[config.mk]
export PLATFORM = sky130hd
export DESIGN_NAME = vehicle_alert_monitor_top
export DESIGN_NICKNAME = d
export VERILOG_FILES = /design/src/vam_pkg.sv /design/src/vam_ram.sv /design/src/vam_classify.sv /design/src/vam_core.sv /design/src/vam_outbuf.sv /design/src/vehicle_alert_monitor_top.sv
export SDC_FILE = /design/constraint.sdc
export NUM_CORES = 1
export LEC_CHECK = 0
export BUFFER_PORTS_ARGS = -buffer_cell sky130_fd_sc_hd__buf_2
export CORE_MARGIN = 4
export CORE_UTILIZATION = 29
export DETAILED_ROUTE_END_ITERATION = 12
export GPL_ROUTABILITY_DRIVEN = 0
export PLACE_DENSITY = 0.51
export SLEW_MARGIN = 10
export SYNTH_ARGS = -nofsm -noshare
export SYNTH_HDL_FRONTEND = slang
export SYNTH_HIERARCHICAL = 1
export SYNTH_SLANG_ARGS = --single-unit
[constraint.sdc]
create_clock -name clock -period 41.3 [get_ports clock]
set_input_delay 2.065 -clock clock [delete_from_list [all_inputs] [get_ports clock]]
set_output_delay 2.065 -clock clock [all_outputs]
set_load 0.1 [all_outputs]
[src/vam_pkg.sv]
`default_nettype none

package vam_pkg;

   localparam int NUM_COND            = 9;
   localparam int COND_ID_W           = 4;
   localparam int COUNT_W             = 32;
   localparam int TIME_W              = 32;
   localparam int CSR_INDEX_W         = 3;
   localparam int CSR_DATA_W          = 15;
   localparam int REMINDER_MS_DEFAULT = 5000;

   localparam logic [COND_ID_W-1:0] LAST_COND = COND_ID_W'(NUM_COND - 1);

   // critical conditions: engine, battery, overspeed and tire critical
   localparam logic [NUM_COND-1:0] COND_CRITICAL = 9'b0_0011_0101;

   typedef enum logic [CSR_INDEX_W-1:0] {
      CSR_TEMP_WARN    = 3'd0,
      CSR_TEMP_CRIT    = 3'd1,
      CSR_BATTERY_WARN = 3'd2,
      CSR_BATTERY_CRIT = 3'd3,
      CSR_OVERSPEED    = 3'd4,
      CSR_TIRE_WARN    = 3'd5,
      CSR_TIRE_CRIT    = 3'd6,
      CSR_DOOR_SPEED   = 3'd7
   } csr_index_type;

   localparam logic signed [12:0] TEMP_WARN_RESET    = 13'sd1000;
   localparam logic signed [12:0] TEMP_CRIT_RESET    = 13'sd1150;
   localparam logic [14:0]        BATTERY_WARN_RESET = 15'd11500;
   localparam logic [14:0]        BATTERY_CRIT_RESET = 15'd11000;
   localparam logic [12:0]        OVERSPEED_RESET    = 13'd1500;
   localparam logic [9:0]         TIRE_WARN_RESET    = 10'd250;
   localparam logic [9:0]         TIRE_CRIT_RESET    = 10'd200;
   localparam logic [12:0]        DOOR_SPEED_RESET   = 13'd50;

   typedef enum logic [1:0] {
      ACT_NONE  = 2'd0,
      ACT_RAISE = 2'd1,
      ACT_CLEAR = 2'd2
   } action_type;

   typedef action_type [NUM_COND-1:0] action_vec_type;

   typedef enum logic [1:0] {
      EV_RAISED  = 2'd0,
      EV_REMIND  = 2'd1,
      EV_CLEARED = 2'd2
   } event_kind_type;

   typedef struct packed {
      event_kind_type       kind;
      logic [COND_ID_W-1:0] cond_id;
      logic                 severity;
      logic [3:0]           active_count;
      logic [COUNT_W-1:0]   raised_total;
      logic [COUNT_W-1:0]   raised_critical;
      logic [COUNT_W-1:0]   raised_warning;
   } event_type;

   typedef struct packed {
      logic push;
      logic close;
   } push_ctl_type;

endpackage

`default_nettype wire

[src/vam_ram.sv]
`default_nettype none

module vam_ram #(
   parameter int WIDTH = 32,
   parameter int DEPTH = 16
) (
   input  wire logic                     clock,
   input  wire logic                     wr_en,
   input  wire logic [$clog2(DEPTH)-1:0] wr_addr,
   input  wire logic [WIDTH-1:0]         wr_data,
   input  wire logic                     rd_en,
   input  wire logic [$clog2(DEPTH)-1:0] rd_addr,
   output logic      [WIDTH-1:0]         rd_data_ff
);

   logic [WIDTH-1:0] mem_ff [DEPTH];

   always_ff @(posedge clock) begin
      if (wr_en) begin
         mem_ff[wr_addr] <= wr_data;
      end
      if (rd_en) begin
         rd_data_ff <= mem_ff[rd_addr];
      end
   end

endmodule

`default_nettype wire

[src/vam_classify.sv]
`default_nettype none

module vam_classify (
   input  wire logic                                 clock,
   input  wire logic                                 reset,
   input  wire logic                                 csr_wr_en,
   input  wire logic [vam_pkg::CSR_INDEX_W-1:0]      csr_index,
   input  wire logic [vam_pkg::CSR_DATA_W-1:0]       csr_wdata,
   input  wire logic signed [12:0]                   engine_temp,
   input  wire logic [14:0]                          battery_mv,
   input  wire logic [12:0]                          speed_tenths,
   input  wire logic [9:0]                           tire_pressure,
   input  wire logic                                 door_open,
   input  wire logic                                 belt_locked,
   output vam_pkg::action_vec_type                   actions
);

   logic signed [12:0] temp_warn_ff;
   logic signed [12:0] temp_crit_ff;
   logic [14:0]        battery_warn_ff;
   logic [14:0]        battery_crit_ff;
   logic [12:0]        overspeed_ff;
   logic [9:0]         tire_warn_ff;
   logic [9:0]         tire_crit_ff;
   logic [12:0]        door_speed_ff;

   always_ff @(posedge clock) begin
      if (reset) begin
         temp_warn_ff    <= vam_pkg::TEMP_WARN_RESET;
         temp_crit_ff    <= vam_pkg::TEMP_CRIT_RESET;
         battery_warn_ff <= vam_pkg::BATTERY_WARN_RESET;
         battery_crit_ff <= vam_pkg::BATTERY_CRIT_RESET;
         overspeed_ff    <= vam_pkg::OVERSPEED_RESET;
         tire_warn_ff    <= vam_pkg::TIRE_WARN_RESET;
         tire_crit_ff    <= vam_pkg::TIRE_CRIT_RESET;
         door_speed_ff   <= vam_pkg::DOOR_SPEED_RESET;
      end else if (csr_wr_en) begin
         case (vam_pkg::csr_index_type'(csr_index))
            vam_pkg::CSR_TEMP_WARN:    temp_warn_ff    <= csr_wdata[12:0];
            vam_pkg::CSR_TEMP_CRIT:    temp_crit_ff    <= csr_wdata[12:0];
            vam_pkg::CSR_BATTERY_WARN: battery_warn_ff <= csr_wdata;
            vam_pkg::CSR_BATTERY_CRIT: battery_crit_ff <= csr_wdata;
            vam_pkg::CSR_OVERSPEED:    overspeed_ff    <= csr_wdata[12:0];
            vam_pkg::CSR_TIRE_WARN:    tire_warn_ff    <= csr_wdata[9:0];
            vam_pkg::CSR_TIRE_CRIT:    tire_crit_ff    <= csr_wdata[9:0];
            vam_pkg::CSR_DOOR_SPEED:   door_speed_ff   <= csr_wdata[12:0];
            default: ;
         endcase
      end
   end

   always_comb begin
      actions = {vam_pkg::NUM_COND{vam_pkg::ACT_NONE}};

      if (engine_temp > temp_crit_ff) begin
         actions[0] = vam_pkg::ACT_RAISE;
      end else if (engine_temp > temp_warn_ff) begin
         actions[1] = vam_pkg::ACT_RAISE;
      end else begin
         actions[0] = vam_pkg::ACT_CLEAR;
         actions[1] = vam_pkg::ACT_CLEAR;
      end

      if (battery_mv < battery_crit_ff) begin
         actions[2] = vam_pkg::ACT_RAISE;
      end else if (battery_mv < battery_warn_ff) begin
         actions[3] = vam_pkg::ACT_RAISE;
      end else begin
         actions[2] = vam_pkg::ACT_CLEAR;
         actions[3] = vam_pkg::ACT_CLEAR;
      end

      actions[4] = (speed_tenths > overspeed_ff) ? vam_pkg::ACT_RAISE : vam_pkg::ACT_CLEAR;

      if (tire_pressure < tire_crit_ff) begin
         actions[5] = vam_pkg::ACT_RAISE;
      end else if (tire_pressure < tire_warn_ff) begin
         actions[6] = vam_pkg::ACT_RAISE;
      end else begin
         actions[5] = vam_pkg::ACT_CLEAR;
         actions[6] = vam_pkg::ACT_CLEAR;
      end

      actions[7] = (door_open && (speed_tenths > door_speed_ff)) ?
                   vam_pkg::ACT_RAISE : vam_pkg::ACT_CLEAR;

      actions[8] = (!belt_locked && (speed_tenths != 13'd0)) ?
                   vam_pkg::ACT_RAISE : vam_pkg::ACT_CLEAR;
   end

endmodule

`default_nettype wire

[src/vam_core.sv]
`default_nettype none

module vam_core #(
   parameter int unsigned REMINDER_MS = vam_pkg::REMINDER_MS_DEFAULT
) (
   input  wire logic                             clock,
   input  wire logic                             reset,
   input  wire logic                             accept,
   input  wire vam_pkg::action_vec_type          actions,
   input  wire logic [vam_pkg::TIME_W-1:0]       time_ms,
   output logic                                  ready,
   input  wire logic                             push_ok,
   output vam_pkg::push_ctl_type                 ctl,
   output vam_pkg::event_type                    evt
);

   localparam int ID_W = vam_pkg::COND_ID_W;
   localparam int NC   = vam_pkg::NUM_COND;

   // issue stage
   logic                          s_busy_ff;
   logic [ID_W-1:0]               s_idx_ff;
   vam_pkg::action_vec_type       s_act_ff;
   logic [vam_pkg::TIME_W-1:0]    s_now_ff;

   // evaluate stage
   logic                          e_valid_ff;
   logic [ID_W-1:0]               e_id_ff;
   vam_pkg::action_type           e_act_ff;
   logic [vam_pkg::TIME_W-1:0]    e_now_ff;

   logic [NC-1:0]                 active_ff;
   logic [NC-1:0]                 active_in;
   logic [vam_pkg::COUNT_W-1:0]   total_ff, total_in;
   logic [vam_pkg::COUNT_W-1:0]   crit_ff, crit_in;
   logic [vam_pkg::COUNT_W-1:0]   warn_ff, warn_in;

   logic [vam_pkg::TIME_W-1:0]    stamp_rd;
   logic [vam_pkg::TIME_W-1:0]    elapsed;
   logic                          remind_due;
   logic                          cur_active;
   logic                          cur_crit;
   logic                          ev_raise, ev_remind, ev_clear, ev_any;
   logic                          e_stall, e_take, e_fire;
   logic                          s_adv, s_done;
   logic [3:0]                    act_count;

   assign cur_active = active_ff[e_id_ff];
   assign cur_crit   = vam_pkg::COND_CRITICAL[e_id_ff];
   assign elapsed    = e_now_ff - stamp_rd;
   assign remind_due = elapsed >= vam_pkg::TIME_W'(REMINDER_MS);

   assign ev_raise  = (e_act_ff == vam_pkg::ACT_RAISE) && !cur_active;
   assign ev_remind = (e_act_ff == vam_pkg::ACT_RAISE) && cur_active && remind_due;
   assign ev_clear  = (e_act_ff == vam_pkg::ACT_CLEAR) && cur_active;
   assign ev_any    = ev_raise || ev_remind || ev_clear;

   assign e_stall = e_valid_ff && ev_any && !push_ok;
   assign e_fire  = e_valid_ff && !e_stall;
   assign e_take  = !e_valid_ff || !e_stall;
   assign s_adv   = s_busy_ff && e_take;
   assign s_done  = s_adv && (s_idx_ff == vam_pkg::LAST_COND);
   assign ready   = !s_busy_ff || s_done;

   vam_ram #(
      .WIDTH (vam_pkg::TIME_W),
      .DEPTH (NC)
   ) u_stamp_ram (
      .clock      (clock),
      .wr_en      (e_fire && (ev_raise || ev_remind)),
      .wr_addr    (e_id_ff),
      .wr_data    (e_now_ff),
      .rd_en      (s_adv),
      .rd_addr    (s_idx_ff),
      .rd_data_ff (stamp_rd)
   );

   always_comb begin
      active_in = active_ff;
      if (ev_raise) begin
         active_in[e_id_ff] = 1'b1;
      end else if (ev_clear) begin
         active_in[e_id_ff] = 1'b0;
      end
   end

   always_comb begin
      total_in = total_ff;
      crit_in  = crit_ff;
      warn_in  = warn_ff;
      if (ev_raise) begin
         if (total_ff != '1) begin
            total_in = total_ff + vam_pkg::COUNT_W'(1);
         end
         if (cur_crit) begin
            if (crit_ff != '1) begin
               crit_in = crit_ff + vam_pkg::COUNT_W'(1);
            end
         end else if (warn_ff != '1) begin
            warn_in = warn_ff + vam_pkg::COUNT_W'(1);
         end
      end
   end

   always_comb begin
      act_count = 4'd0;
      for (int i = 0; i < NC; i++) begin
         act_count = act_count + 4'(active_in[i]);
      end
   end

   always_comb begin
      evt.kind            = ev_raise  ? vam_pkg::EV_RAISED :
                            ev_remind ? vam_pkg::EV_REMIND : vam_pkg::EV_CLEARED;
      evt.cond_id         = e_id_ff;
      evt.severity        = cur_crit;
      evt.active_count    = act_count;
      evt.raised_total    = total_in;
      evt.raised_critical = crit_in;
      evt.raised_warning  = warn_in;
      ctl.push            = e_fire && ev_any;
      ctl.close           = e_fire && (e_id_ff == vam_pkg::LAST_COND);
   end

   always_ff @(posedge clock) begin
      if (reset) begin
         s_busy_ff  <= 1'b0;
         e_valid_ff <= 1'b0;
         active_ff  <= '0;
         total_ff   <= '0;
         crit_ff    <= '0;
         warn_ff    <= '0;
      end else begin
         if (accept) begin
            s_busy_ff <= 1'b1;
         end else if (s_done) begin
            s_busy_ff <= 1'b0;
         end
         if (e_take) begin
            e_valid_ff <= s_adv;
         end
         if (e_fire) begin
            active_ff <= active_in;
            total_ff  <= total_in;
            crit_ff   <= crit_in;
            warn_ff   <= warn_in;
         end
      end
   end

   always_ff @(posedge clock) begin
      if (accept) begin
         s_idx_ff <= '0;
         s_act_ff <= actions;
         s_now_ff <= time_ms;
      end else if (s_adv) begin
         s_idx_ff <= s_idx_ff + ID_W'(1);
      end
      if (e_take) begin
         e_id_ff  <= s_idx_ff;
         e_act_ff <= s_act_ff[s_idx_ff];
         e_now_ff <= s_now_ff;
      end
   end

endmodule

`default_nettype wire

[src/vam_outbuf.sv]
`default_nettype none

module vam_outbuf (
   input  wire logic                  clock,
   input  wire logic                  reset,
   input  wire vam_pkg::push_ctl_type ctl,
   input  wire vam_pkg::event_type    evt,
   output logic                       push_ok,
   output logic                       rsp_valid,
   input  wire logic                  rsp_ready,
   output vam_pkg::event_type         rsp_evt,
   output logic                       rsp_last
);

   // hold the newest event until it is known whether it ends its snapshot
   logic               h_valid_ff;
   logic               h_closed_ff;
   vam_pkg::event_type h_evt_ff;

   logic               o_valid_ff;
   logic               o_last_ff;
   vam_pkg::event_type o_evt_ff;

   logic               o_free;
   logic               h_move;

   assign o_free  = !o_valid_ff || rsp_ready;
   assign push_ok = !h_valid_ff || o_free;
   assign h_move  = h_valid_ff && o_free && (h_closed_ff || ctl.push);

   assign rsp_valid = o_valid_ff;
   assign rsp_evt   = o_evt_ff;
   assign rsp_last  = o_last_ff;

   always_ff @(posedge clock) begin
      if (reset) begin
         h_valid_ff  <= 1'b0;
         h_closed_ff <= 1'b0;
         o_valid_ff  <= 1'b0;
      end else begin
         if (ctl.push) begin
            h_valid_ff  <= 1'b1;
            h_closed_ff <= ctl.close;
         end else if (h_move) begin
            h_valid_ff  <= 1'b0;
         end else if (ctl.close && h_valid_ff) begin
            h_closed_ff <= 1'b1;
         end
         if (h_move) begin
            o_valid_ff <= 1'b1;
         end else if (rsp_ready) begin
            o_valid_ff <= 1'b0;
         end
      end
   end

   always_ff @(posedge clock) begin
      if (ctl.push) begin
         h_evt_ff <= evt;
      end
      if (h_move) begin
         o_evt_ff  <= h_evt_ff;
         o_last_ff <= h_closed_ff;
      end
   end

endmodule

`default_nettype wire

[src/vehicle_alert_monitor_top.sv]
// Port group | Direction | Transfer when
// req_*      | in        | req_valid && req_ready, one vehicle snapshot
// rsp_*      | out       | rsp_valid && rsp_ready, one alert event
// csr_*      | in        | csr_wr_en, one threshold register write
//
// A snapshot issues one reminder-stamp RAM read per condition, 0..8.
// The next snapshot is taken while condition 8 of the current one issues.
// Events go from evaluation to the hold register, then the output register; the
// last event of a snapshot stays held until condition 8 is evaluated.
// rsp_ready low stalls an event once the hold and output registers are full.
// Sync reset clears flags and counters, presets thresholds; no clearing pass.
`default_nettype none

module vehicle_alert_monitor_top #(
   parameter int unsigned REMINDER_MS = vam_pkg::REMINDER_MS_DEFAULT
) (
   input  wire logic                               clock,
   input  wire logic                               reset,
   input  wire logic                               req_valid,
   output logic                                    req_ready,
   input  wire logic signed [12:0]                 req_engine_temp,
   input  wire logic [14:0]                        req_battery_mv,
   input  wire logic [12:0]                        req_speed_tenths,
   input  wire logic [9:0]                         req_tire_pressure,
   input  wire logic                               req_door_open,
   input  wire logic                               req_belt_locked,
   input  wire logic [31:0]                        req_time_ms,
   output logic                                    rsp_valid,
   input  wire logic                               rsp_ready,
   output logic [1:0]                              rsp_event_kind,
   output logic [3:0]                              rsp_condition_id,
   output logic                                    rsp_severity,
   output logic [3:0]                              rsp_active_count,
   output logic [31:0]                             rsp_raised_total,
   output logic [31:0]                             rsp_raised_critical,
   output logic [31:0]                             rsp_raised_warning,
   output logic                                    rsp_last_event,
   input  wire logic                               csr_wr_en,
   input  wire logic [vam_pkg::CSR_INDEX_W-1:0]    csr_index,
   input  wire logic [vam_pkg::CSR_DATA_W-1:0]     csr_wdata
);

   vam_pkg::action_vec_type actions;
   vam_pkg::push_ctl_type   ctl;
   vam_pkg::event_type      evt;
   vam_pkg::event_type      rsp_evt;
   logic                    push_ok;

   vam_classify u_classify (
      .clock         (clock),
      .reset         (reset),
      .csr_wr_en     (csr_wr_en),
      .csr_index     (csr_index),
      .csr_wdata     (csr_wdata),
      .engine_temp   (req_engine_temp),
      .battery_mv    (req_battery_mv),
      .speed_tenths  (req_speed_tenths),
      .tire_pressure (req_tire_pressure),
      .door_open     (req_door_open),
      .belt_locked   (req_belt_locked),
      .actions       (actions)
   );

   vam_core #(
      .REMINDER_MS (REMINDER_MS)
   ) u_core (
      .clock   (clock),
      .reset   (reset),
      .accept  (req_valid && req_ready),
      .actions (actions),
      .time_ms (req_time_ms),
      .ready   (req_ready),
      .push_ok (push_ok),
      .ctl     (ctl),
      .evt     (evt)
   );

   vam_outbuf u_outbuf (
      .clock     (clock),
      .reset     (reset),
      .ctl       (ctl),
      .evt       (evt),
      .push_ok   (push_ok),
      .rsp_valid (rsp_valid),
      .rsp_ready (rsp_ready),
      .rsp_evt   (rsp_evt),
      .rsp_last  (rsp_last_event)
   );

   assign rsp_event_kind      = rsp_evt.kind;
   assign rsp_condition_id    = rsp_evt.cond_id;
   assign rsp_severity        = rsp_evt.severity;
   assign rsp_active_count    = rsp_evt.active_count;
   assign rsp_raised_total    = rsp_evt.raised_total;
   assign rsp_raised_critical = rsp_evt.raised_critical;
   assign rsp_raised_warning  = rsp_evt.raised_warning;

endmodule

`default_nettype wire

; Word level (Yosys, flattened, before mapping)
; Memories as Yosys holds them, arrays and structs flattened. A register that Yosys moved wholly into a read port is not among the register bits.
; Index checks and enable logic that the tools add are counted.
[classes]
addsub = 13
order_cmp = 12
n_eq_ne = 15
n_mux = 39
bitwise = 3
n_reduce_logical = 49
[op_table]
columns = operator, n
row1 = 32-bit two-way mux, 8
row2 = "32-bit by 1-bit adder with 32-bit output, second input constant", 3
row3 = "32-bit != test, second input constant", 3
row4 = 13-bit > comparator, 4
row5 = "32-bit by 13-bit greater-or-equal comparator with 1-bit output, second input constant", 1
row6 = 32-bit subtractor, 1
row7 = 15-bit < comparator, 2
row8 = 4-bit by 1-bit adder with 4-bit output, 7
row9 = 2-bit two-way mux, 11
row10 = 10-bit < comparator, 2
row11 = 1-bit logical AND, 19
row12 = 9-bit two-way mux, 2
row13 = 2-bit AND reduction, 9
row14 = 1-bit two-way mux, 14
row15 = 13-bit nonzero test, 1
row16 = "3-bit == test, second input constant", 4
row17 = "4-bit by 5-bit < comparator with 1-bit output, second input constant", 2
row18 = 9-bit AND, 1
row19 = 9-bit NOT, 1
row20 = 9-bit OR, 1
row21 = 2-bit binary-select mux with 4-bit select, 1
row22 = "4-bit == test, second input constant", 2
row23 = 1-bit logical NOT, 8
row24 = 2-bit nonzero test, 4
row25 = other kinds (13), 20
[word_totals]
register_bits = 519
ramBits = 288
romBits = 16
inputBits = 108
out_inout_bits = 110
word_cells = 179
n_memories = 2
[mem_list]
columns = memory, depth, word_bits, rd, rd_clocked_by_memory_dff, wr, line_no
row1 = u_core.u_stamp_ram.mem_ff, 9, 32, 1, 1, 1, vam_ram.sv:16  ; logic [WIDTH-1:0] mem_ff [DEPTH];
row2 = (no name shown), 16, 1, 1, 1, 0, vam_core.sv:49  ; assign cur_crit = vam_pkg::COND_CRITICAL[e_id_ff];

; Logic depth before layout (Yosys ltp)
; Gate-level depths: netlist of run 1.
[depth]
ltp_word = 16
ltp_mapped = 19
mapped_depth_nobuf = 17

; Cells and area by module
; The synthesis of run 1 kept the hierarchy.
[modules_own_cells]
columns = module, n_inst, cells_per_inst, area_each_um2, seq_area_each_um2
row1 = vam_ram, 1, 629, 12215.5, 9609.2
row2 = vam_core, 1, 1313, 11883.9, 4884.7
row3 = vam_outbuf, 1, 229, 6592.6, 6516.2
row4 = vam_classify, 1, 783, 6207.2, 2042.0
row5 = vehicle_alert_monitor_top, 1, 1, 6.3, 0.0

; Least setup slack after synthesis of run 1
; No wires, ideal clock.
[synth_path]
path_kind = reg-to-reg
startpoint = register u_core/e_now_ff[0] (netlist bit)
endpoint = register u_outbuf.o_evt_ff (netlist bit u_outbuf/rsp_evt[0]) (enable)
setup_time_ns = 0.575
t_arrival_ns = 13.905
required_time_ns = 40.725
setup_slack_ns = 26.819
path_stages_with_launch = 20
path_buffers = 3
period_less_slack_ns = 14.481
cell_sequence = edfxtp_1 -> inv_1 -> ha_1 -> inv_1 -> fa_1 -> a211oi_1 -> o21ai_1 -> a21oi_1 -> or3_1 -> o21ai_0 -> or4b_1 -> nor4_2 -> nand4_1 -> o21a_1 -> buf_6 -> buf_6 -> clkbuf_1 -> a21oi_1 -> o21ai_1 -> nor2_1
[synth_lines]
columns = item, line_no
row1 = "start, declared", vam_core.sv:30  ; logic [vam_pkg::TIME_W-1:0] e_now_ff;
row2 = "start signal, assigned", vam_core.sv:162  ; e_now_ff <= s_now_ff;
row3 = "end signal, assigned", vam_outbuf.sv:62  ; o_evt_ff <= h_evt_ff;
row4 = "end, declared", vam_outbuf.sv:22  ; vam_pkg::event_type o_evt_ff;

; Final worst setup path of run 1
[layout_path]
startpoint = register u_core/e_now_ff[0] (netlist bit)
endpoint = output req_ready
[layout_via]
elab_chain_len = 12
[layout_lines]
columns = item, line_no
row1 = 32-bit subtractor, vam_core.sv:50  ; assign elapsed = e_now_ff - stamp_rd;
row2 = 32-bit by 13-bit greater-or-equal comparator with 1-bit output, vam_core.sv:51  ; assign remind_due = elapsed >= vam_pkg::TIME_W'(REMINDER_MS);
row3 = 1-bit logical AND, vam_core.sv:54  ; assign ev_remind = (e_act_ff == vam_pkg::ACT_RAISE) && cur_active && remind_due;
row4 = 1-bit logical OR (2 in series), vam_core.sv:56  ; assign ev_any = ev_raise || ev_remind || ev_clear;
row5 = 1-bit logical AND (2 in series), vam_core.sv:58  ; assign e_stall = e_valid_ff && ev_any && !push_ok;
row6 = 1-bit logical NOT, vam_core.sv:60  ; assign e_take = !e_valid_ff || !e_stall;
row7 = 1-bit logical OR, vam_core.sv:60
row8 = 1-bit logical AND, vam_core.sv:61  ; assign s_adv = s_busy_ff && e_take;
row9 = 1-bit logical AND, vam_core.sv:62  ; assign s_done = s_adv && (s_idx_ff == vam_pkg::LAST_COND);
row10 = 1-bit logical OR, vam_core.sv:63  ; assign ready = !s_busy_ff || s_done;
row11 = "end, declared", vehicle_alert_monitor_top.sv:20  ; output logic req_ready,
; Every way passes these cells.

==> results.md, run 1 <==
Run:
- Across the run, the number of max-cap violations was 0.

Logic synthesis:
- Summing the areas of all compound-gate instances in the mapped netlist gives around 11% of the synthesized area.
- The number of storage elements in the synthesis netlist is between 800 and 900.
- After synthesis, the largest family of logic cells by area is compound AO/OA/AOI/OAI gates.
- The most used flip-flop cell after synthesis is sky130_fd_sc_hd__edfxtp_1.
- The netlist area before placement is between 30000 and 40000 µm².
- The top cell type's share of synthesized area is roughly half.
- The synthesized netlist devotes 10.6% of its cell area to simple gates.
- The Yosys step of the flow raised 6 warnings.
- The post-synthesis cell type count is slightly below 90.
- The net count after synthesis is around 3200.
- The post-synthesis adder-cell area fraction is under 10%.
- The biggest area contributor in the post-synthesis netlist is sky130_fd_sc_hd__edfxtp_1.
- Each instance of the synthesized netlist takes up on average 12.5 µm².
- The fraction of synthesis flops using an asynchronous set or reset pin is 0%.
- After Yosys synthesis, XOR and XNOR cells account for 2.54% of the synthesized area.
- In the synthesized netlist, mux cells make up 4.72% of the area.
- Synthesis produced a netlist whose cell count is approximately 3000.
- Counting flops with a built-in enable in the synthesized netlist gives 623.
- The sequential cell area fraction in the yosys report is a little over three fifths.
- Sorting the synthesized cells by area gives the leading types as sky130_fd_sc_hd__edfxtp_1 (51%), sky130_fd_sc_hd__dfxtp_1 (12%), sky130_fd_sc_hd__ha_1 (4.6%).

Timing:
- The fmax is about 130 MHz.
- The clock arrives with 34.8 ps of skew.
- Setup slack on the critical path of the routed design comes to around 34000 ps.
- The number of failing setup endpoints in the final timing report is 0.
- The worst slew slack as a fraction of its limit is 26.9%.
- The final number of max-transition violations is 0.
- After layout, the worst path uses a little under a fifth of the clock period.
- The clock period minus final worst setup slack is 7790 ps.
- The total negative setup slack is 0 ps.
- Setup repair after global routing left no endpoint under its margin.
- The hold violation count in the final report is 0.
- The pin slew with the least headroom to its limit is 1100 ps.

Placed design:
- Summing all placed instances gives a cell area of approximately 40000 µm².
- OpenSTA, run right after detailed placement, puts the worst setup slack at about 34000 ps.
- The HPWL reported at the end of detailed placement is between 50 and 60 mm.
- The port buffer count is 217.
- The cell total after placement is about 4700.

Floorplanning:
- The I/O pin total is approximately 220.
- The overall die area is roughly 130000 µm².
- Measured along the x axis, the die boundary spans about 360 µm.
- The site row count is between 100 and 150.
- The floorplan step set the die height to ~360 µm.
- The core region is around 130000 µm².
- The starting density of the core is about 30%.

Route:
- After detailed routing, the number of remaining DRC violations is 0.
- The number of DRC markers in iteration 0 is 1682.
- The post-route antenna net violation count is 0.
- The routed via count is approximately 23000.
- The number of detailed-routing iterations run before antenna repair is 5.
- After detailed routing, the total wire length is around 93 mm.
- Using the TritonRoute via totals, the vias-per-cell ratio works out to between 4 and 5.
- The detail-routed net length per standard cell is 18.9 µm.

Pwr:
- The power share of the sequential group is between 40% and 50%.
- Net switching is 24.1% of the power.
- The part of the total power dissipated in the clock network is a little over two fifths.
- The analysis attributes to cell leakage a power of roughly 15 nW.
- The net switching power is around 470 µW.
- VDD sags by at most about 0.029 mV.
- Per report_power, the combinational group accounts for 8.7% of the total.
- In this run the power density over the cells is roughly 46 nW/µm².
- Cell internal power was estimated by the tool at roughly 1.5 mW.

Status:
- The run finished with clean final reports.

Final layout:
- The post-layout instance count excluding filler cells is approximately 4900.
- The library cell used most frequently in the layout, excluding fill and tap cells, is sky130_fd_sc_hd__edfxtp_1.
- The net count reported at finish is 3418.
- In the layout the commonest cells are sky130_fd_sc_hd__edfxtp_1 (623), sky130_fd_sc_hd__nand2_1 (263), sky130_fd_sc_hd__buf_2 (216).
- The final core utilization is 34.0%.
- The post-route standard cell area excluding fillers is 42900 µm².
- Relative to the synthesized area, the layout overhead comes to 16.1%.
- The share of post-route cells with drive strength above 1 is around 17%.

Min path:
- The start point of the worst min-delay path is u_outbuf/h_evt_ff[71].
- The path class of the tightest hold or removal check is reg2reg.
- The worst hold path terminates at u_outbuf/rsp_evt[71].
- The worst hold path was traced through 0 stages.

Clocking:
- Clock latency on the worst-skew pair, taken at its later pin, is about 690 ps.
- For this design, the sink count on the clock tree is 840.
- The clock-pin transition on the worst setup and hold timing paths is around 60 ps.
- The total of hold buffers inserted after clock tree synthesis is 0.
- The total clock buffers created by CTS is 93.
- CTS built an H-tree with a depth of 3.
- After clock tree synthesis, the setup repair step added 0 buffers.
- TritonCTS built the clock tree.
- The quantity of gates resized following cts is 0.
- Counting along the longest clock path gives a buffer depth of 3.
- CTS placed an instance of sky130_fd_sc_hd__clkbuf_16 at the clock tree root.

Worst setup path:
- The start of the worst register-to-register path is u_core/e_now_ff[0].
- The minimum setup slack among reg-to-reg paths is roughly 34000 ps.
- The worst reg-to-reg path cell count is 18.
- The type of the worst setup path is reg2out.
- The critical-path maximum fanout is 11.
- The worst setup path is launched from a register.
- Data arrives at the worst endpoint at between 5000 and 6000 ps.
- STA classifies the critical path endpoint as an output pin.
- Data on the critical path is required at its endpoint by 39230 ps.
- In this run the critical register-to-register path is captured at u_outbuf/rsp_evt[73].

Global route:
- The via count of the first global-routing pass was 22500.
- Summed over all layers, the global routing overflow is 0.
- The first global-routing pass estimated ~140 mm of wire.
- The initial antenna violation count came to 6.
- Entering global routing, the biggest net connects about 110 pins.
- For this run, the total global-route usage over all layers was measured as between 10% and 20%.
-- cell type report --
cell class / instances / area, µm²
fillers: 12300 / 83200
flip-flops and latches: 840 / 23100
clock buffers: 121 / 2530
repair buffers: 249 / 1330
well taps: 1650 / 2060
diodes: 2 / 5.00
multi-input cells: 1811 / 12600
inverters: 173 / 649
clock inverters: 53 / 588
-- synth_stat cells (all sizes together) (6+ instances only) --
cell    number
a211o       40
a211oi      12
a21boi       7
a21o        40
a21oi      214
a22o        35
and2        16
and3        23
and4        10
buf         64
clkbuf      67
dfxtp      217
edfxtp     623
fa           6
ha         136
inv        173
mux2        75
mux2i       76
mux4         6
nand2      263
nand2b      21
nand3       64
nand3b      25
nand4       50
nor2       155
nor2b       23
nor3        26
nor4        16
o211ai      23
o21a        12
o21ai      113
o22ai       33
o31ai       45
or2          6
or3         70
or4         13
xnor2       78
xor2        29
-- per-layer routing --
metal	vias up	part of all wire, %	track usage (%)
met1	11400	46	18.2
met3	130	5.3	2.83
met5	-	0	0
li1	11400	-	-
met2	466	47	22.2
met4	0	2.1	4.21
-- metrics by stage --
step / hold WS (ps) / total power, mW
after floorplan: 400 / 1.09
after global placement: 402 / 1.14
after detailed placement: 405 / 1.14
after CTS: 407 / 1.99
after global routing: 407 / 2.04
final: 414 / 1.96
-- registers in the layout, summed over array words and instances (netlist names), 32 cells and up --
register / count
u_core/warn_ff: 32
u_core/crit_ff: 32
u_core/u_stamp_ram/rd_data_ff: 32
u_core/u_stamp_ram/mem_ff: 288
u_outbuf/rsp_evt: 107
u_core/e_now_ff: 32
u_core/total_ff: 32
u_core/s_now_ff: 32
u_outbuf/h_evt_ff: 107
-- power by group through the flow --
stage / sequential, mW / combinational (mW) / clock (mW)
global route: 0.950 / 0.190 / 0.905
global placement: 0.965 / 0.172 / 0
finish: 0.947 / 0.171 / 0.842
CTS: 0.948 / 0.173 / 0.872
detailed placement: 0.965 / 0.172 / 0
floorplan: 0.957 / 0.128 / 0
-- kinds of logic after synthesis --
family	Yosys count
DFF	840
and+or+nand+nor	788
AOI/OAI and AO/OA	617
buffers and inverters	304
muxes	157
adders and majority gates	142
xor gates and xnor gates	107
-- how the worst max path moves through the flow --
stage	from	to	cells past startpoint
after floorplan	u_core/e_now_ff[0]	u_outbuf/rsp_evt[0]	19
after global placement	u_core/e_now_ff[0]	req_ready	15
after detailed placement	u_core/e_now_ff[0]	u_outbuf/rsp_evt[73]	18
after CTS	u_core/e_now_ff[0]	req_ready	15
after global routing	u_core/e_now_ff[0]	req_ready	15
final	u_core/e_now_ff[0]	req_ready	15
-- critical path, stage by stage, from the launching register on --
cell,delay (ps)
sky130_fd_sc_hd__edfxtp_1,520
sky130_fd_sc_hd__inv_1,100
sky130_fd_sc_hd__ha_1,180
sky130_fd_sc_hd__inv_1,60
sky130_fd_sc_hd__fa_1,360
sky130_fd_sc_hd__a211oi_1,400
sky130_fd_sc_hd__o21ai_1,190
sky130_fd_sc_hd__a21oi_1,370
sky130_fd_sc_hd__or3_1,170
sky130_fd_sc_hd__o21ai_0,60
sky130_fd_sc_hd__or4b_1,490
sky130_fd_sc_hd__nor4_2,390
sky130_fd_sc_hd__nand4_1,240
sky130_fd_sc_hd__a21o_1,360
sky130_fd_sc_hd__o21ai_0,580
sky130_fd_sc_hd__buf_2,550
Power figures use the tool's default switching activity.
==> run 2, diff against run 1 <==
- PLACE_DENSITY: 0.51 -> 0.53
- clock period: 41.3 -> 6.45 ns (I/O delays scaled with it)
==> results.md, run 2 (same netlist as run 1, synthesis figures left out) <==
Status:
- Run status: complete, no violations (unchanged).

Worst setup path:
- The endpoint type of the worst setup path is a register (was output pin).
- The element type at the critical path start is a register (unchanged).
- The required arrival time at the worst endpoint came to 6800 ps (was 39230 ps).
- The type of the worst setup path is reg2reg (was reg2out).
- The minimum setup slack among reg-to-reg paths is 860 ps (was 34200 ps).
- The arrival time of data at the critical path endpoint is 5940 ps (was 5730 ps).
- The critical-path maximum fanout is 67 (was 11).
- The worst reg-to-reg path cell count came to 14 (was 18).

Floorplanning:
- The site row count is 130 (unchanged).
- The area of the core region was 126000 µm² (unchanged).
- The overall die area is 133000 µm² (unchanged).
- The starting density of the core is 29.3% (unchanged).
- The overall die width is 365 µm (unchanged).
- The I/O pin total was 218 (unchanged).
- The die span in y is 365 µm (unchanged).

Timing:
- The pin slew with the least headroom to its limit was 1080 ps (was 1100 ps).
- The final hold slack is 50.5 ps (was 414 ps).
- Setup repair after global routing missed its margin: false (unchanged).
- The number of failing setup endpoints in the final timing report is 0 (unchanged).
- The fmax is around 180 MHz.
- The final clock skew is 37.0 ps (was 34.8 ps).
- The worst slew slack as a fraction of its limit came to 27.9% (was 26.9%).
- The final number of max-transition violations is 0 (unchanged).
- The hold violation count in the final report is 0 (unchanged).
- Subtracting the final worst setup slack from the clock period gives around 5600 ps.
- The part of the cycle the worst path needs is ~87%.

Pwr:
- The power share of the sequential group is 48.2% (was 48.3%).
- The ratio of total power to cell area was 288 nW/µm² (was 45.7 nW/µm²).
- The switching part of the total is 24.1% (about the same).
- The leakage power figure came to 15.6 nW (was 15.3 nW).
- The logic gate share of total power is 9.1% (was 8.7%).
- The part of the total power dissipated in the clock network is 42.7% (was 43.0%).
- The total design power came to 12.6 mW (was 1.96 mW).
- The net switching power is 3.03 mW (was 473 µW).
- The worst-case vdd ir drop is 0.236 mV (was 0.0292 mV).
- The internal power component is 9.54 mW (was 1.49 mW).

Final layout:
- The net count reported at finish is 3471 (was 3418).
- The number of flip-flops under the largest register name is 288 (unchanged).
- The post-layout instance count excluding filler cells came to 4955 (was 4899).
- The most frequent standard cell in the layout excluding fill and tap cells is sky130_fd_sc_hd__edfxtp_1 (unchanged).
- Highest-count cells in the layout ignoring fill and taps: sky130_fd_sc_hd__edfxtp_1 (623), sky130_fd_sc_hd__nand2_1 (263), sky130_fd_sc_hd__buf_2 (216) (unchanged).
- The synthesis-to-layout area growth was 18.1% (was 16.1%).
- The share of post-route cells with drive strength above 1 was 17.1% (was 16.7%).
- The final core utilization came to 34.6% (was 34.0%).
- The register name with the most flops is u_core/u_stamp_ram/mem_ff (unchanged).

Run:
- The number of violations of the max-capacitance limit is 0 (unchanged).

Placed design:
- The port buffer count is 217 (unchanged).
- The cell total after placement is 4730 (was 4723).
- The HPWL reported at the end of detailed placement is 60.0 mm (was 59.5 mm).

Route:
- The number of detailed-routing iterations run before antenna repair is 7 (was 5).
- The number of remaining DRC errors is 0 (unchanged).
- The number of DRC markers in iteration 0 was 1420 (was 1682).
- The detailed-route wire length is 91.6 mm (was 92.6 mm).
- The met2 wire length came to 43.3 mm (was 43.2 mm).
- The uppermost layer routed is met4 (unchanged).
- The detail-routed net length per standard cell is 18.5 µm (was 18.9 µm).
- The post-route antenna net violation count came to 0 (unchanged).
- The met3 wire length is 4.68 mm (was 4.93 mm).
- The met1 wire length came to 41.8 mm (was 42.5 mm).
- The average via count per standard cell was 4.75 (was 4.77).
- The routed via count is 23600 (was 23400).

Global route:
- The pin count of the biggest net entering global routing was 111 (was 106).
- The aggregate global-route resource usage is 13.6% (about the same).
- The wire length of the first global-routing pass was 140 mm (was 138 mm).
- The initial antenna violation count is 10 (was 6).
- The via count of the first global-routing pass is 23200 (was 22500).
- The overall overflow remaining after global route came to 0 (unchanged).

Clocking:
- The insertion delay to the later sink of the worst-skew pair is 690 ps (about the same).
- The clock-pin transition on the worst setup and hold timing paths is 60 ps (about the same).
- The count of clock tree sinks is 840 (unchanged).
- The CTS root buffer is sky130_fd_sc_hd__clkbuf_16 (unchanged).
- The CTS tree is yes (unchanged).
- The maximum clock path buffer count is 3 (unchanged).
- The total clock buffers created by CTS is 93 (unchanged).
- The level count of the clock H-tree is 3 (unchanged).

Min path:
- The cell depth of the worst hold path was 3 (was 0).
- The type of the worst min-delay path is in2reg (was reg2reg).
## run 2: cell types whose count changed in the layout (fill, tap and decap cells not counted), sizes merged
cell and change:
diode +2, clkinv +13, clkbuf -9, dlygate4sd3 +46, inv -2, clkinvlp -1, buf +7
## run 2: critical path: stages (launching register included)
cell and delay [ps]:
sky130_fd_sc_hd__edfxtp_1 520, sky130_fd_sc_hd__ha_1 550, sky130_fd_sc_hd__nand2_1 150, sky130_fd_sc_hd__nor4_1 320, sky130_fd_sc_hd__a221oi_1 180, sky130_fd_sc_hd__and3_1 210, sky130_fd_sc_hd__nor4_1 250, sky130_fd_sc_hd__or4b_1 490
sky130_fd_sc_hd__nor4_2 330, sky130_fd_sc_hd__nand4_1 370, sky130_fd_sc_hd__o21a_4 520, sky130_fd_sc_hd__nor2_1 280, sky130_fd_sc_hd__or3b_2 600, sky130_fd_sc_hd__nor3_4 190, sky130_fd_sc_hd__buf_12 270
## run 2: worst paths after layout
path / from / to
min reg2reg: u_outbuf/h_evt_ff[71] / u_outbuf/rsp_evt[71]
max reg2reg: u_core/e_now_ff[6] / u_core/u_stamp_ram/mem_ff[0][5]
min: csr_wdata[6] / u_classify/door_speed_ff[6]
max: u_core/e_now_ff[6] / u_core/u_stamp_ram/mem_ff[0][5]
## run 2: stage by stage
step | area, µm² | setup slack, ps | TNS, ps
2_1_floorplan | 37000 | -1210 | -131150
3_3_place_gp | 40000 | 876 | 0
3_5_place_dp | 40000 | 869 | 0
4_1_cts | 43600 | 822 | 0
5_1_grt | 43600 | 517 | 0
6_report | 43600 | 860 | 0
## run 2: what timing repair did
item / in CTS / in global routing
hold buffers: 46 / 0
resized for setup: 0 / 0
hold endpoints to repair: 76 / 0
buffers inserted: 0 / 0
## run 2: metal layers
layer	global-route usage [%]	vias to the layer above
met5	0	-
met4	3.87	0
met3	2.55	99
met2	22.4	467
met1	18.4	11500
li1	-	11500
## run 2: area by class of cell
cell class | count | area, µm²
multi-input combinational | 1811 | 12700
inverter | 173 | 649
sequential | 840 | 23100
timing repair buffer | 302 | 1980
tap | 1650 | 2060
antenna | 4 | 10.0
fill | 12300 | 82500
clock buffer | 112 | 2490
clock inverter | 63 | 629
## run 2: power groups by stage
| stage | Combinational (mW) | Sequential, mW | Clock [mW] |
|---|---|---|---|
| detailed placement | 1.12 | 6.17 | 0 |
| finish | 1.14 | 6.06 | 5.37 |
| CTS | 1.15 | 6.06 | 5.55 |
| global placement | 1.12 | 6.17 | 0 |
| global route | 1.27 | 6.07 | 5.78 |
| floorplan | 0.831 | 6.12 | 0 |
